### config.mk
export PLATFORM = sky130hd
export DESIGN_NAME = uart_tx_only_register_file
export DESIGN_NICKNAME = d
export VERILOG_FILES = /design/src/hdl/utxrf_pkg.sv /design/src/hdl/uart_tx_only_register_file.sv /design/src/hdl/utxrf_core.sv
export SDC_FILE = /design/constraint.sdc
export NUM_CORES = 1
export LEC_CHECK = 0
export BUFFER_PORTS_ARGS = -buffer_cell sky130_fd_sc_hd__clkbuf_2
export CAP_MARGIN = 20
export CORE_ASPECT_RATIO = 0.9
export CORE_MARGIN = 5
export CORE_UTILIZATION = 60
export CTS_CLUSTER_SIZE = 20
export DETAILED_ROUTE_END_ITERATION = 10
export GPL_TIMING_DRIVEN = 0
export PLACE_DENSITY_LB_ADDON = 0.08
export RECOVER_POWER = 100
export SETUP_SLACK_MARGIN = 0.5
export SYNTH_ARGS = -nofsm -noshare
export SYNTH_HDL_FRONTEND = slang
export SYNTH_SLANG_ARGS = --single-unit
### constraint.sdc
create_clock -name clk -period 8.83 [get_ports clk]
set_input_delay 1.766 -clock clk [delete_from_list [all_inputs] [get_ports clk]]
set_output_delay 1.766 -clock clk [all_outputs]
set_load 0.1 [all_outputs]
### src/hdl/utxrf_pkg.sv
package utxrf_pkg;

    // Register offsets from the base port.
    localparam logic [2:0] OFF_DATA  = 3'd0;
    localparam logic [2:0] OFF_IER   = 3'd1;
    localparam logic [2:0] OFF_IIR   = 3'd2;
    localparam logic [2:0] OFF_LCR   = 3'd3;
    localparam logic [2:0] OFF_MCR   = 3'd4;
    localparam logic [2:0] OFF_LSR   = 3'd5;
    localparam logic [2:0] OFF_MSR   = 3'd6;
    localparam logic [2:0] OFF_SCR   = 3'd7;

    // Bit positions and fixed read values.
    localparam int unsigned DLAB_POS  = 7;
    localparam int unsigned ETBEI_POS = 1;
    localparam logic [7:0] IIR_NONE  = 8'h01;
    localparam logic [7:0] IIR_THRE  = 8'h02;
    localparam logic [7:0] LSR_VALUE = 8'h60;
    localparam logic [7:0] MSR_VALUE = 8'hB0;

    // Configuration register indexes and reset values.
    localparam logic CFG_PORT_BASE    = 1'b0;
    localparam logic CFG_IRQ_ATTACHED = 1'b1;
    localparam logic [15:0] PORT_BASE_RESET = 16'd1016;
    localparam logic IRQ_ATTACHED_RESET     = 1'b1;

    localparam logic MODE_READ  = 1'b0;
    localparam logic MODE_WRITE = 1'b1;

    typedef struct packed {
        logic        mode;
        logic [15:0] port;
        logic [7:0]  write_data;
    } req_t;

    typedef struct packed {
        logic [7:0] read_data;
        logic       tx_valid;
        logic [7:0] tx_byte;
        logic       irq_pulse;
        logic       first_tx;
    } rsp_t;

    typedef struct packed {
        logic [15:0] port_base;
        logic        irq_attached;
    } cfg_t;

endpackage

### src/hdl/uart_tx_only_register_file.sv
// Transmit-only UART register file with a 16550-style register map.
// Request channel (req_valid/req_ready/req): one bus access per word, a read
// or write of one I/O port. Ports port_base through port_base+7 select the
// eight registers; the divisor latch bit in LCR banks offsets 0 and 1.
// Response channel (rsp_valid/rsp_ready/rsp): exactly one word per request,
// in order, carrying read data, the transmitted byte of a THR write, the
// transmit-empty interrupt pulse and the first-transmit flag.
// A request is registered in the request register on acceptance; its
// response is registered in the response register when that frees up. One
// request is accepted every cycle as long as responses are taken.
// When the receiver stalls, the response register holds its word and the
// request register holds one more; after that req_ready drops until
// rsp_ready returns.
// The APB port writes port_base (address 0) and irq_attached (address 4);
// the user must write it only while no access is in flight; the block does not enforce this.
// Reset clears all UART registers, the pending interrupt and the first
// transmit flag, and restores port_base to 1016 and irq_attached to 1.
module uart_tx_only_register_file
(
    input  logic                clk,
    input  logic                rst_n,

    input  logic                req_valid,
    output logic                req_ready,
    input  utxrf_pkg::req_t     req,

    output logic                rsp_valid,
    input  logic                rsp_ready,
    output utxrf_pkg::rsp_t     rsp,

    input  logic                psel,
    input  logic                penable,
    input  logic                pwrite,
    input  logic [2:0]          paddr,
    input  logic [31:0]         pwdata,
    output logic [31:0]         prdata,
    output logic                pready
);

    utxrf_pkg::cfg_t cfg_reg;
    utxrf_pkg::req_t req_reg;
    utxrf_pkg::rsp_t rsp_reg;
    utxrf_pkg::rsp_t core_rsp;
    logic            req_valid_reg;
    logic            rsp_valid_reg;
    logic            step;
    logic            cfg_write;

    // The held request is processed whenever the response register frees up.
    assign step      = req_valid_reg && (!rsp_valid_reg || rsp_ready);
    assign req_ready = !req_valid_reg || step;
    assign rsp_valid = rsp_valid_reg;
    assign rsp       = rsp_reg;

    assign pready    = 1'b1;
    assign cfg_write = psel && penable && pwrite;

    always_comb
    begin
        unique case (paddr[2])
            utxrf_pkg::CFG_PORT_BASE:    prdata = {16'd0, cfg_reg.port_base};
            utxrf_pkg::CFG_IRQ_ATTACHED: prdata = {31'd0, cfg_reg.irq_attached};
            default:                     prdata = 32'd0;
        endcase
    end

    always_ff @(posedge clk or negedge rst_n)
    begin
        if (!rst_n)
        begin
            cfg_reg.port_base    <= utxrf_pkg::PORT_BASE_RESET;
            cfg_reg.irq_attached <= utxrf_pkg::IRQ_ATTACHED_RESET;
        end
        else if (cfg_write)
        begin
            unique case (paddr[2])
                utxrf_pkg::CFG_PORT_BASE:    cfg_reg.port_base    <= pwdata[15:0];
                utxrf_pkg::CFG_IRQ_ATTACHED: cfg_reg.irq_attached <= pwdata[0];
                default: ;
            endcase
        end
    end

    always_ff @(posedge clk or negedge rst_n)
    begin
        if (!rst_n)
        begin
            req_valid_reg <= 1'b0;
            rsp_valid_reg <= 1'b0;
        end
        else
        begin
            if (req_ready)
            begin
                req_valid_reg <= req_valid;
            end
            if (step)
            begin
                rsp_valid_reg <= 1'b1;
            end
            else if (rsp_ready)
            begin
                rsp_valid_reg <= 1'b0;
            end
        end
    end

    always_ff @(posedge clk)
    begin
        if (req_ready && req_valid)
        begin
            req_reg <= req;
        end
        if (step)
        begin
            rsp_reg <= core_rsp;
        end
    end

    utxrf_core u_core
    (
        .clk   (clk),
        .rst_n (rst_n),
        .step  (step),
        .req   (req_reg),
        .cfg   (cfg_reg),
        .rsp   (core_rsp)
    );

`ifndef SYNTHESIS
    a_held_goes_out: assert property (@(posedge clk) disable iff (!rst_n)
        req_valid_reg && !rsp_valid_reg |=> rsp_valid_reg)
        else $error("held request not moved to the response register");

    a_ready_when_empty: assert property (@(posedge clk) disable iff (!rst_n)
        !req_valid_reg |-> req_ready)
        else $error("request channel blocked while the pipeline is empty");

    a_stall_holds: assert property (@(posedge clk) disable iff (!rst_n)
        req_valid_reg && rsp_valid_reg && !rsp_ready |=> req_valid_reg && rsp_valid_reg)
        else $error("held request lost during a response stall");
`endif

endmodule

### src/hdl/utxrf_core.sv
module utxrf_core
(
    input  logic                clk,
    input  logic                rst_n,
    input  logic                step,
    input  utxrf_pkg::req_t     req,
    input  utxrf_pkg::cfg_t     cfg,
    output utxrf_pkg::rsp_t     rsp
);

    logic [7:0] ier_reg, ier_next;
    logic [7:0] lcr_reg, lcr_next;
    logic [7:0] mcr_reg, mcr_next;
    logic [7:0] scr_reg, scr_next;
    logic [7:0] fcr_reg, fcr_next;
    logic [7:0] dll_reg, dll_next;
    logic [7:0] dlm_reg, dlm_next;
    logic       pend_reg, pend_next;
    logic       first_reg, first_next;

    logic [15:0] offset;
    logic        in_range;
    logic        dlab;
    logic        thr_raise;
    logic        ier_raise;

    assign offset   = req.port - cfg.port_base;
    assign in_range = (offset[15:3] == 13'd0);
    assign dlab     = lcr_reg[utxrf_pkg::DLAB_POS];

    assign thr_raise = cfg.irq_attached && ier_reg[utxrf_pkg::ETBEI_POS] && !pend_reg;
    // The interrupt is only tried on a rising ETBEI.
    assign ier_raise = cfg.irq_attached && !ier_reg[utxrf_pkg::ETBEI_POS]
                       && req.write_data[utxrf_pkg::ETBEI_POS] && !pend_reg;

    always_comb
    begin
        ier_next   = ier_reg;
        lcr_next   = lcr_reg;
        mcr_next   = mcr_reg;
        scr_next   = scr_reg;
        fcr_next   = fcr_reg;
        dll_next   = dll_reg;
        dlm_next   = dlm_reg;
        pend_next  = pend_reg;
        first_next = first_reg;
        rsp        = '0;

        if (in_range)
        begin
            if (req.mode == utxrf_pkg::MODE_WRITE)
            begin
                unique case (offset[2:0])
                    utxrf_pkg::OFF_DATA:
                    begin
                        if (dlab)
                        begin
                            dll_next = req.write_data;
                        end
                        else
                        begin
                            first_next    = 1'b1;
                            rsp.first_tx  = !first_reg;
                            rsp.tx_valid  = 1'b1;
                            rsp.tx_byte   = req.write_data;
                            rsp.irq_pulse = thr_raise;
                            if (thr_raise)
                            begin
                                pend_next = 1'b1;
                            end
                        end
                    end
                    utxrf_pkg::OFF_IER:
                    begin
                        if (dlab)
                        begin
                            dlm_next = req.write_data;
                        end
                        else
                        begin
                            ier_next      = req.write_data;
                            rsp.irq_pulse = ier_raise;
                            if (ier_raise)
                            begin
                                pend_next = 1'b1;
                            end
                            else if (!req.write_data[utxrf_pkg::ETBEI_POS])
                            begin
                                pend_next = 1'b0;
                            end
                        end
                    end
                    utxrf_pkg::OFF_IIR: fcr_next = req.write_data;
                    utxrf_pkg::OFF_LCR: lcr_next = req.write_data;
                    utxrf_pkg::OFF_MCR: mcr_next = req.write_data;
                    utxrf_pkg::OFF_SCR: scr_next = req.write_data;
                    default: ;
                endcase
            end
            else
            begin
                unique case (offset[2:0])
                    utxrf_pkg::OFF_DATA: rsp.read_data = dlab ? dll_reg : 8'd0;
                    utxrf_pkg::OFF_IER:  rsp.read_data = dlab ? dlm_reg : ier_reg;
                    utxrf_pkg::OFF_IIR:
                    begin
                        // Reading IIR acknowledges the pending interrupt.
                        rsp.read_data = pend_reg ? utxrf_pkg::IIR_THRE : utxrf_pkg::IIR_NONE;
                        pend_next     = 1'b0;
                    end
                    utxrf_pkg::OFF_LCR:  rsp.read_data = lcr_reg;
                    utxrf_pkg::OFF_MCR:  rsp.read_data = mcr_reg;
                    utxrf_pkg::OFF_LSR:  rsp.read_data = utxrf_pkg::LSR_VALUE;
                    utxrf_pkg::OFF_MSR:  rsp.read_data = utxrf_pkg::MSR_VALUE;
                    utxrf_pkg::OFF_SCR:  rsp.read_data = scr_reg;
                    default:             rsp.read_data = 8'd0;
                endcase
            end
        end
    end

    always_ff @(posedge clk or negedge rst_n)
    begin
        if (!rst_n)
        begin
            ier_reg   <= 8'd0;
            lcr_reg   <= 8'd0;
            mcr_reg   <= 8'd0;
            scr_reg   <= 8'd0;
            fcr_reg   <= 8'd0;
            dll_reg   <= 8'd0;
            dlm_reg   <= 8'd0;
            pend_reg  <= 1'b0;
            first_reg <= 1'b0;
        end
        else if (step)
        begin
            ier_reg   <= ier_next;
            lcr_reg   <= lcr_next;
            mcr_reg   <= mcr_next;
            scr_reg   <= scr_next;
            fcr_reg   <= fcr_next;
            dll_reg   <= dll_next;
            dlm_reg   <= dlm_next;
            pend_reg  <= pend_next;
            first_reg <= first_next;
        end
    end

`ifndef SYNTHESIS
    a_irq_sets_pending: assert property (@(posedge clk) disable iff (!rst_n)
        step && rsp.irq_pulse |=> pend_reg)
        else $error("interrupt raised but not left pending");

    a_irq_needs_idle: assert property (@(posedge clk) disable iff (!rst_n)
        step && rsp.irq_pulse |-> !pend_reg && cfg.irq_attached)
        else $error("interrupt raised while one was pending or line detached");

    a_first_once: assert property (@(posedge clk) disable iff (!rst_n)
        step && rsp.first_tx |-> !first_reg ##1 first_reg)
        else $error("first transmit flag repeated");
`endif

endmodule
==> metrics.md, run 1 <==
| Metric | Value |
|---|---|
| Number of global-route vias before repair | 4623 |
| Clock skew | 0.008798 ns |
| Fin Setup TNS | 0 ns |
| Drt first pass iters | 7 |
| CTS H-tree depth | 4 |
| Die Area | 12090 sq um |
| CTS Root Cell | clkbuf_8 |
| Ys flop type | dfrtp_1 |
| First-pass GRT wire length | 24.26 mm |
| FILL cells | just over 700 |
| Seq cells post-synth | around 110 |
| Net Sw Frac | 39.06% |
| Slew headroom | -120.4% |
| Fmax | 0.1866 GHz |
| Post-synth ARST share | 61.06% |
| Core area | 9699 sq um |
| Vias per cell | 5.895 |
| PortBufs | 84 |
| Row Count | 34 |
| P per Cell Area | 259.9 nW/um^2 |
| Status | finished with violations |
| Final GP Congestion | 0.8635 |
| Pleak | slightly above 3 nW |
| Antenna violations before repair | 0 |
| Register area share after synthesis | between 50% and 60% |
| Placed Instance Area | between 6000 and 7000 sq um |
| # diodes | 0 |
| Max Transition Viols Final | 117 |
| DRT iter0 DRCs | 328 |
| Max rail drop VDD | 0.2206 mV |
| Max incr delay on CP | 1.64 ns |
| Mapped Area | about 6000 sq um |
| Mapped Avg Cell Area | about 12 sq um |
| Post-route design area | 7057 sq um |
| Hold violation count in the final report | 0 |
| EDFF count, synth | 44 |
| # nets final | 724 |
| Final ANT Viol Nets | 0 |
| Worst path required time | 9.23 ns |
| Critical path launch point type | register |
| Area grow syn2layout | 17.70% |
| Reg clk slew, reported paths | about 0.06 ns |
| Combinational share of power | between 30% and 40% |
| TritonCTS clock tree | done |
| Clock share of power | 35.5% |
| Number of flip-flops under the largest register name | 25 |
| Violated checks | max-capacitance violations, max-slew violations |
| Clock Path Buffers | 2 |
| CP Cell Sequence | inv_1 > ha_1 > clkbuf_1 > nand2_1 > a2111oi_0 > o211a_1 > o211ai_1 > or4_1 > clkbuf_1 > nor4b_1 > mux2_2 |
| Post-CTS setup repair buffer count | 0 |
| Initial Utilization | about three fifths |
| Worst EP arrival | 5.76 ns |
| # Max-Cap Violations | 7 |
| Post-CTS sizing | 0 |
| Vias | roughly 4600 |
| Net switching power | just over 0.0007 W |
| Largest net degree at the start of global routing | 63 |
| Reg area | a little over 3000 sq um |
| # hold bufs at CTS | 0 |
| CTS Buf Count | 17 |
| DRC errors left | 0 |
| Synthesized netlist cell count | 520 |
| Final Util | a little over 70% |
| Crit. End Element | register |
| HP Class | reg -> reg |
| Crit path top cell by count | clkbuf_1 |
| Io pins | 121 |
| CP max stage cell | nor4b_1 |
| Clock latency on the worst-skew pair | 0.52 ns |
| Yosys warns | 0 |
| Tcrit/Tclk final | between 60% and 70% |
| Part of the power in registers | 33.0% |
| Worst-path maximum fanout | 9 |
| Post-detail-place hpwl | 10.51 mm |
| Ratio of cells with drive above 1 in the final layout | around 25% |
| Pre-CTS WS | 4.018 ns |
| Final setup viols | 0 |
| RSZ-0062 raised after global routing | no |
| Die Y | between 100 and 150 um |
| Synth unique cells | 68 |
| Avg WL per Cell | 19.37 um |
| Gr ovfl total | 0 |
| Gr usage total | a little over a quarter |
| Clk sinks | 113 |
| Setup ws final | 3.471 ns |
| Final wirelength | 15.11 mm |
| CP Class | reg -> reg |
| Commonest non-fill, non-tap cell in the layout | clkbuf_1 |
| Worst Tran Pin Value | 3.305 ns |
| Multi-input gate area | ~2600 sq um |
| Commonest non-fill, non-tap cells in the layout | clkbuf_1, dfrtp_1, mux2_2, clkbuf_2, edfxtp_1 |
| Width of the die | roughly 120 um |
| Fin crit period | 5.359 ns |
| Int Power | about 0.0011 W |
[power groups by stage]
stage                     Combinational, W  Sequential [W]  Clock [W]
final                             0.000577        0.000606   0.000651
after global routing              0.000610        0.000610   0.000689
after CTS                         0.000588        0.000605   0.000657
after detailed placement          0.000584        0.000614          0
after global placement            0.000576        0.000612          0
after floorplan                   0.000413        0.000650          0
[path summary, 6_finish.rpt]
path                                   from                end  slack [ns]  cells after the start
hold / removal             u_core.first_reg   u_core.first_reg        0.47                      1
max in group asynchronous             rst_n  u_core.dlm_reg[7]        4.19                      2
min in group asynchronous             rst_n        cfg_reg[15]        1.16                      1
setup reg to reg                 cfg_reg[9]  u_core.dll_reg[0]        3.47                     11
hold reg to reg            u_core.first_reg   u_core.first_reg        0.47                      1
setup / recovery                 cfg_reg[9]  u_core.dll_reg[0]        3.47                     11
[cells in the mapped netlist (all sizes together) (10+ instances only)]
cell | n | area [sq um]
nor2 | 36 | 135.1
ha | 15 | 187.7
buf | 20 | 150.1
inv | 22 | 82.58
o21ai | 20 | 100.1
nand2 | 39 | 146.4
a21oi | 24 | 120.1
and2 | 10 | 62.56
dfrtp | 61 | 1526
clkbuf | 19 | 72.56
edfxtp | 44 | 1321
mux2 | 67 | 754.5
nand3 | 15 | 75.07
[per-stage QoR]
stage / instances / total power [W] / hold WS, ns
detailed placement: 748 / 0.001199 / 0.4545
global placement: 745 / 0.001188 / 0.4383
floorplan: 535 / 0.001062 / 0.4284
finish: 780 / 0.001834 / 0.4675
global route: 780 / 0.001909 / 0.5128
CTS: 780 / 0.001850 / 0.4690
[final cells by class]
type                    instances  share of cell area [%]
plain buffers                  39                   3.050
clock buffers                  18                   5.922
clock inverters                14                   2.074
inverters                      22                   1.170
multi-input cells             361                   36.83
flip-flops and latches        113                   43.33
well taps                     126                   2.234
repair buffers                 87                   5.390
[kinds of logic after synthesis]
| family | after synthesis | share of synthesized area (%) |
|---|---|---|
| and+or+nand+nor | 147 | 13.56 |
| DFF | 113 | 51.00 |
| AOI/OAI and AO/OA | 99 | 11.69 |
| muxes | 75 | 13.92 |
| buffers and inverters | 61 | 5.092 |
| adders and majority gates | 16 | 3.464 |
| xor gates and xnor gates | 7 | 1.148 |
| other | 2 | 0.1253 |
[metal layers]
| layer | wire [um] | global-route usage (%) | vias up |
|---|---|---|---|
| met1 | 6632 | 38.75 | 2214 |
| met5 | 0 | 0 | - |
| li1 | - | - | 2116 |
| met3 | 1547 | 8.728 | 25 |
| met2 | 6658 | 37.27 | 243 |
| met4 | 272 | 7.209 | 0 |
[worst max-delay path, delay by kind of cell, from the launching register on]
family / cells / cell delay, ns
AO/OA/AOI/OAI: 3 / 0.90
flip-flops: 1 / 0.53
adder cells (fa/ha/maj): 1 / 0.27
AND/OR/NAND/NOR: 3 / 2.36
multiplexers: 1 / 0.46
buffers and inverters: 3 / 0.71
(Power assumes the default switching activity.)
==> run 2, diff against run 1 <==
CORE_UTILIZATION = 50   (was 60)
clock period = 4.7 ns   (was 8.83 ns; I/O delays follow)
==> metrics.md, run 2 (same netlist as run 1, synthesis figures left out) <==
| Metric | Value |
|---|---|
| Area grow syn2layout | 20.53% |
| Crit. End Element | register |
| Tcrit/Tclk final | 91.59% |
| Worst path required time | 5.00 ns |
| CP Class | reg -> reg |
| Vias per cell | about 5.4 |
| Die Area | 14280 sq um |
| P per Cell Area | 467.4 nW/um^2 |
| Commonest non-fill, non-tap cell in the layout | mux2_2 |
| Status | finished with violations |
| CTS Buf Count | 17 |
| Power Total | 0.003378 W |
| RSZ-0062 raised after global routing | no |
| Io pins | 121 |
| DRT iter0 DRCs | 301 |
| # nets final | around 730 |
| Core area | 11890 sq um |
| Fin crit period | ~4.3 ns |
| Critical path launch point type | register |
| HP Class | reg -> reg |
| Final setup viols | 0 |
| Die Y | roughly 110 um |
| Final ANT Viol Nets | 0 |
| Antenna violations before repair | 0 |
| FF-to-FF setup slack | 0.40 ns |
| Clk sinks | 113 |
| Dpl cells | 782 |
| Width of the die | 125.4 um |
| Drt first pass iters | 5 |
| PortBufs | 84 |
| Commonest non-fill, non-tap cells in the layout | mux2_2, clkbuf_1, dfrtp_1, clkbuf_2, edfxtp_1 |
| Number of global-route vias before repair | 4409 |
| Gr usage total | a little over a fifth |
| Reg clk slew, reported paths | around 0.050 ns |
| Crit path from | cfg_reg[6] |
| DRC errors left | 0 |
| Largest net degree at the start of global routing | 61 |
| Number of flip-flops under the largest register name | 25 |
| Gr ovfl total | 0 |
| Hold violation count in the final report | 0 |
| CTS H-tree depth | 4 |
| Worst Tran Pin Value | 2.647 ns |
| Row Count | 38 |
| # hold bufs at CTS | 0 |
| CTS Root Cell | clkbuf_16 |
| Max rail drop VDD | 0.3019 mV |
| Pleak | 3.172 nW |
| Worst EP arrival | 4.60 ns |
| Fin Setup TNS | 0 ns |
| HP Start | u_core.first_reg |
| Worst-path maximum fanout | 10 |
| Vias | 4479 |
| Post-detail-place hpwl | about 11 mm |
| Max Transition Viols Final | 61 |
| Final Util | 60.80% |
| First-pass GRT wire length | 23.44 mm |
| TritonCTS clock tree | done |
| Final Non-Filler Cells | 823 |
| Final wirelength | 14.57 mm |
| Hold Path Depth | 1 |
| # diodes | 0 |
| Final GP Congestion | between 0.8 and 0.9 |
| Clock skew | 0.009910 ns |
| Ratio of cells with drive above 1 in the final layout | between 20% and 30% |
| Slew headroom | -76.50% |
| R2r worst-path depth | 13 |
| Crit Reg-Reg Startpoint | cfg_reg[6] |
| Clock Path Buffers | 2 |
| # Max-Cap Violations | 1 |
| Placed Instance Area | 6745 sq um |
| Initial Utilization | 50.44% |
| Post-route design area | roughly 7200 sq um |
| Violated checks | max-capacitance violations, max-slew violations |
| Clock latency on the worst-skew pair | around 0.42 ns |
| Avg WL per Cell | approximately 18 um |
| Fmax | 0.2323 GHz |
run 2: changes by cell type in the layout (fill, tap and decap cells not counted), moves of 2 or more:
cell,delta
mux2_2,+12
clkbuf_1,+2
nor4_1,-2
mux2_1,-12
buf_4,+3
inv_4,+2
inv_6,-5
clkinv_2,+4
buf_12,+2
nor4_4,+2
inv_8,-3
clkbuf_2,+2
run 2: through the flow:
step | setup slack [ns] | hold WS, ns
2_1_floorplan | 0.9584 | 0.4284
3_3_place_gp | 0.4105 | 0.4394
3_5_place_dp | 0.3536 | 0.4520
4_1_cts | 0.5489 | 0.3942
5_1_grt | 0.2702 | 0.4928
6_report | 0.3955 | 0.4680
run 2: power breakdown:
part | switching [W] | total (W) | internal (W)
Sequential | 0.0000374 | 0.00114 | 0.00110
Clock | 0.000445 | 0.00114 | 0.000696
Combinational | 0.000812 | 0.00110 | 0.000287
Total | 0.00129 | 0.00338 | 0.00208
run 2: path summary, 6_finish.rpt:
kind | endpoint
max in group asynchronous | u_core.lcr_reg[6]
worst max-delay path | u_core.lcr_reg[1]
worst min-delay path | u_core.first_reg
worst min register to register | u_core.first_reg
min in group asynchronous | cfg_reg[12]
worst max register to register | u_core.lcr_reg[1]
run 2: layout make-up:
class / count / area [sq um]
Fill cell: 1046 / 4659
Clock buffer: 22 / 464.2
Timing Repair Buffer: 96 / 475.5
Inverter: 22 / 82.58
Sequential cell: 113 / 3058
Clock inverter: 10 / 62.56
Tap cell: 160 / 200.2
Buffer: 39 / 216.5
Multi-Input combinational cell: 361 / 2668
run 2: timing repair:
item | 4_1_cts | 5_1_grt
endpoints found under the setup margin | 48 | 32
gates resized for setup | 1 | 8
pin swaps | 3 | 3
setup buffers | 6 | 3
run 2: worst max-delay path, cell delays in order (launching register included):
cell and delay, ns:
dfstp_2 0.53, inv_1 0.06, ha_1 0.28, buf_4 0.16, o21ai_1 0.12, a221o_1 0.38, a211oi_2 0.26, nand3_1 0.11
or4_1 0.51, or4_1 0.49, clkbuf_1 0.28, nor4_4 0.22, clkbuf_1 0.39, mux2_2 0.39
run 2: layer usage:
layer / global-route usage (%) / vias up / part of all wire (%)
li1: - / 2128 / -
met2: 28.94 / 204 / 41
met3: 7.022 / 20 / 9.1
met4: 7.225 / 0 / 1.5
met5: 0 / - / 0
met1: 31.63 / 2127 / 48
==> run 3, diff against run 2 <==
REMOVE_ABC_BUFFERS = 1   (was default)
==> metrics.md, run 3 (same netlist as run 1, synthesis figures left out) <==
| Metric | Value |
|---|---|
| Status | complete, no violations |
| Routed wl met2 | between 6 and 7 mm |
| Clock share of power | 38.6% |
| Final ANT Viol Nets | 0 |
| Part of the power in registers | 31.5% |
| Clock Path Buffers | 2 |
| Top routing layer in use | met4 |
| Gr ovfl total | 0 |
| HP Class | reg -> reg |
| Commonest non-fill, non-tap cells in the layout | mux2_2, dfrtp_1, clkbuf_1, clkbuf_2, edfxtp_1 |
| Worst Tran Pin Value | 1.377 ns |
| Number of global-route vias before repair | between 4000 and 5000 |
| Initial Utilization | between 50% and 60% |
| Reg area | 3058 sq um |
| Commonest non-fill, non-tap cell in the layout | mux2_2 |
| Clock latency on the worst-skew pair | 0.41 ns |
| Vias | 4409 |
| Largest net degree at the start of global routing | 57 |
| Io pins | roughly 120 |
| Worst path required time | 4.99 ns |
| Final setup viols | 0 |
| Vias per cell | between 5 and 6 |
| Multi-input gate area | 2686 sq um |
| # nets final | between 600 and 700 |
| Number of flip-flops under the largest register name | 25 |
| Worst EP arrival | approximately 4.6 ns |
| Gr usage total | roughly 20% |
| Row Count | 38 |
| Max Transition Viols Final | 0 |
| Core area | 11890 sq um |
| DRC errors left | 0 |
| Final wirelength | 14.08 mm |
| Antenna violations before repair | 0 |
| PortBufs | 85 |
| RSZ-0062 raised after global routing | no |
| Final GP Congestion | 0.9818 |
| Slew headroom | ~7.9% |
| Tcrit/Tclk final | 91.51% |
| Clock skew | ~0.011 ns |
| Area grow syn2layout | 19.32% |
| Fin Setup TNS | 0 ns |
| Drt first pass iters | 5 |
| CTS Buf Count | 17 |
| Placed Instance Area | 6546 sq um |
| Net switching power | 0.001262 W |
| Ratio of cells with drive above 1 in the final layout | 27.08% |
| Avg WL per Cell | 17.95 um |
| Crit. End Element | register |
| Hold violation count in the final report | 0 |
| P per Cell Area | 504.3 nW/um^2 |
| Die Y | 113.9 um |
| Die Area | 14280 sq um |
| CTS Root Cell | clkbuf_16 |
| Combinational share of power | 29.9% |
| Pleak | 3.103 nW |
| Fmax | approximately 0.23 GHz |
| Fin crit period | about 4.3 ns |
| M1 WL | 6.554 mm |
| Clk sinks | 113 |
| # diodes | 0 |
| Reg clk slew, reported paths | 0.05 ns |
| CTS H-tree depth | 4 |
| Int Power | 0.002346 W |
| # Max-Cap Violations | 0 |
| Hold Path Depth | 1 |
| First-pass GRT wire length | 23.00 mm |
| Worst-path maximum fanout | 8 |
| TritonCTS clock tree | done |
| Max rail drop VDD | 0.2688 mV |
| R2r worst-path depth | 11 |
| DRT iter0 DRCs | approximately 320 |
| FILL cells | 1002 |
| Post-detail-place hpwl | 9.907 mm |
| WL met3 | 972 um |
| Post-route design area | 7154 sq um |
| Critical path launch point type | register |
| Width of the die | 125.4 um |
| Net Sw Frac | about a third |
| CP Class | reg -> reg |
[run 3: critical path, stage by stage (launching register included)]
cell	delay [ns]
dfstp_2	0.52
inv_1	0.05
ha_1	0.42
a21oi_1	0.34
o21a_1	0.31
o22a_1	0.18
nand3_1	0.07
or4_1	0.55
or4_4	0.62
nor4_4	0.16
clkbuf_1	0.55
mux2_2	0.41
[run 3: power groups by stage]
stage	logic, W	registers, W	clock network, W
detailed placement	0.00108	0.00115	0
CTS	0.00109	0.00114	0.00142
global placement	0.00105	0.00115	0
global route	0.00116	0.00114	0.00147
floorplan	0.000752	0.00122	0
finish	0.00108	0.00114	0.00139
[run 3: final cells by class]
type                    count  share of cell area [%]
clock inverters            10                   2.518
multi-input cells         361                   37.55
flip-flops and latches    113                   42.74
well taps                 160                   2.798
repair buffers             96                   6.751
clock buffers              22                   6.488
inverters                  22                   1.154
[run 3: repair_timing]
| item | CTS | global route |
|---|---|---|
| hold buffers | 0 | 0 |
| endpoints found under the setup margin | 48 | 21 |
| resized for setup | 1 | 3 |
| buffers inserted | 6 | 1 |
| pin swaps | 6 | 1 |
[run 3: metrics by stage]
step                cells  utilization (%)  setup WS (ns)  total power [W]  hold WS (ns)
floorplan             496                -         0.7624         0.001972        0.4284
global placement      741            54.31         0.1468         0.002198        0.4385
detailed placement    745            55.07        0.08847         0.002236        0.4486
CTS                   783            61.33         0.5686         0.003641        0.4175
global route          784            60.19         0.2932         0.003770        0.4917
finish                784            60.19         0.3992         0.003608        0.4596
[run 3: routing by layer]
layer,vias up,global-route usage (%)
met5,-,0
met3,17,5.758
met2,175,31.61
met4,0,7.948
met1,2160,27.55
li1,2057,-
[run 3: path summary, 6_finish.rpt]
path / slack, ns / start / to
min in group asynchronous: 0.69 / rst_n / rsp_valid
max: 0.40 / cfg_reg[7] / u_core.lcr_reg[4]
max in group asynchronous: 3.16 / rst_n / cfg_reg[0]
max reg2reg: 0.40 / cfg_reg[7] / u_core.lcr_reg[4]
min: 0.46 / u_core.first_reg / u_core.first_reg
min reg2reg: 0.46 / u_core.first_reg / u_core.first_reg
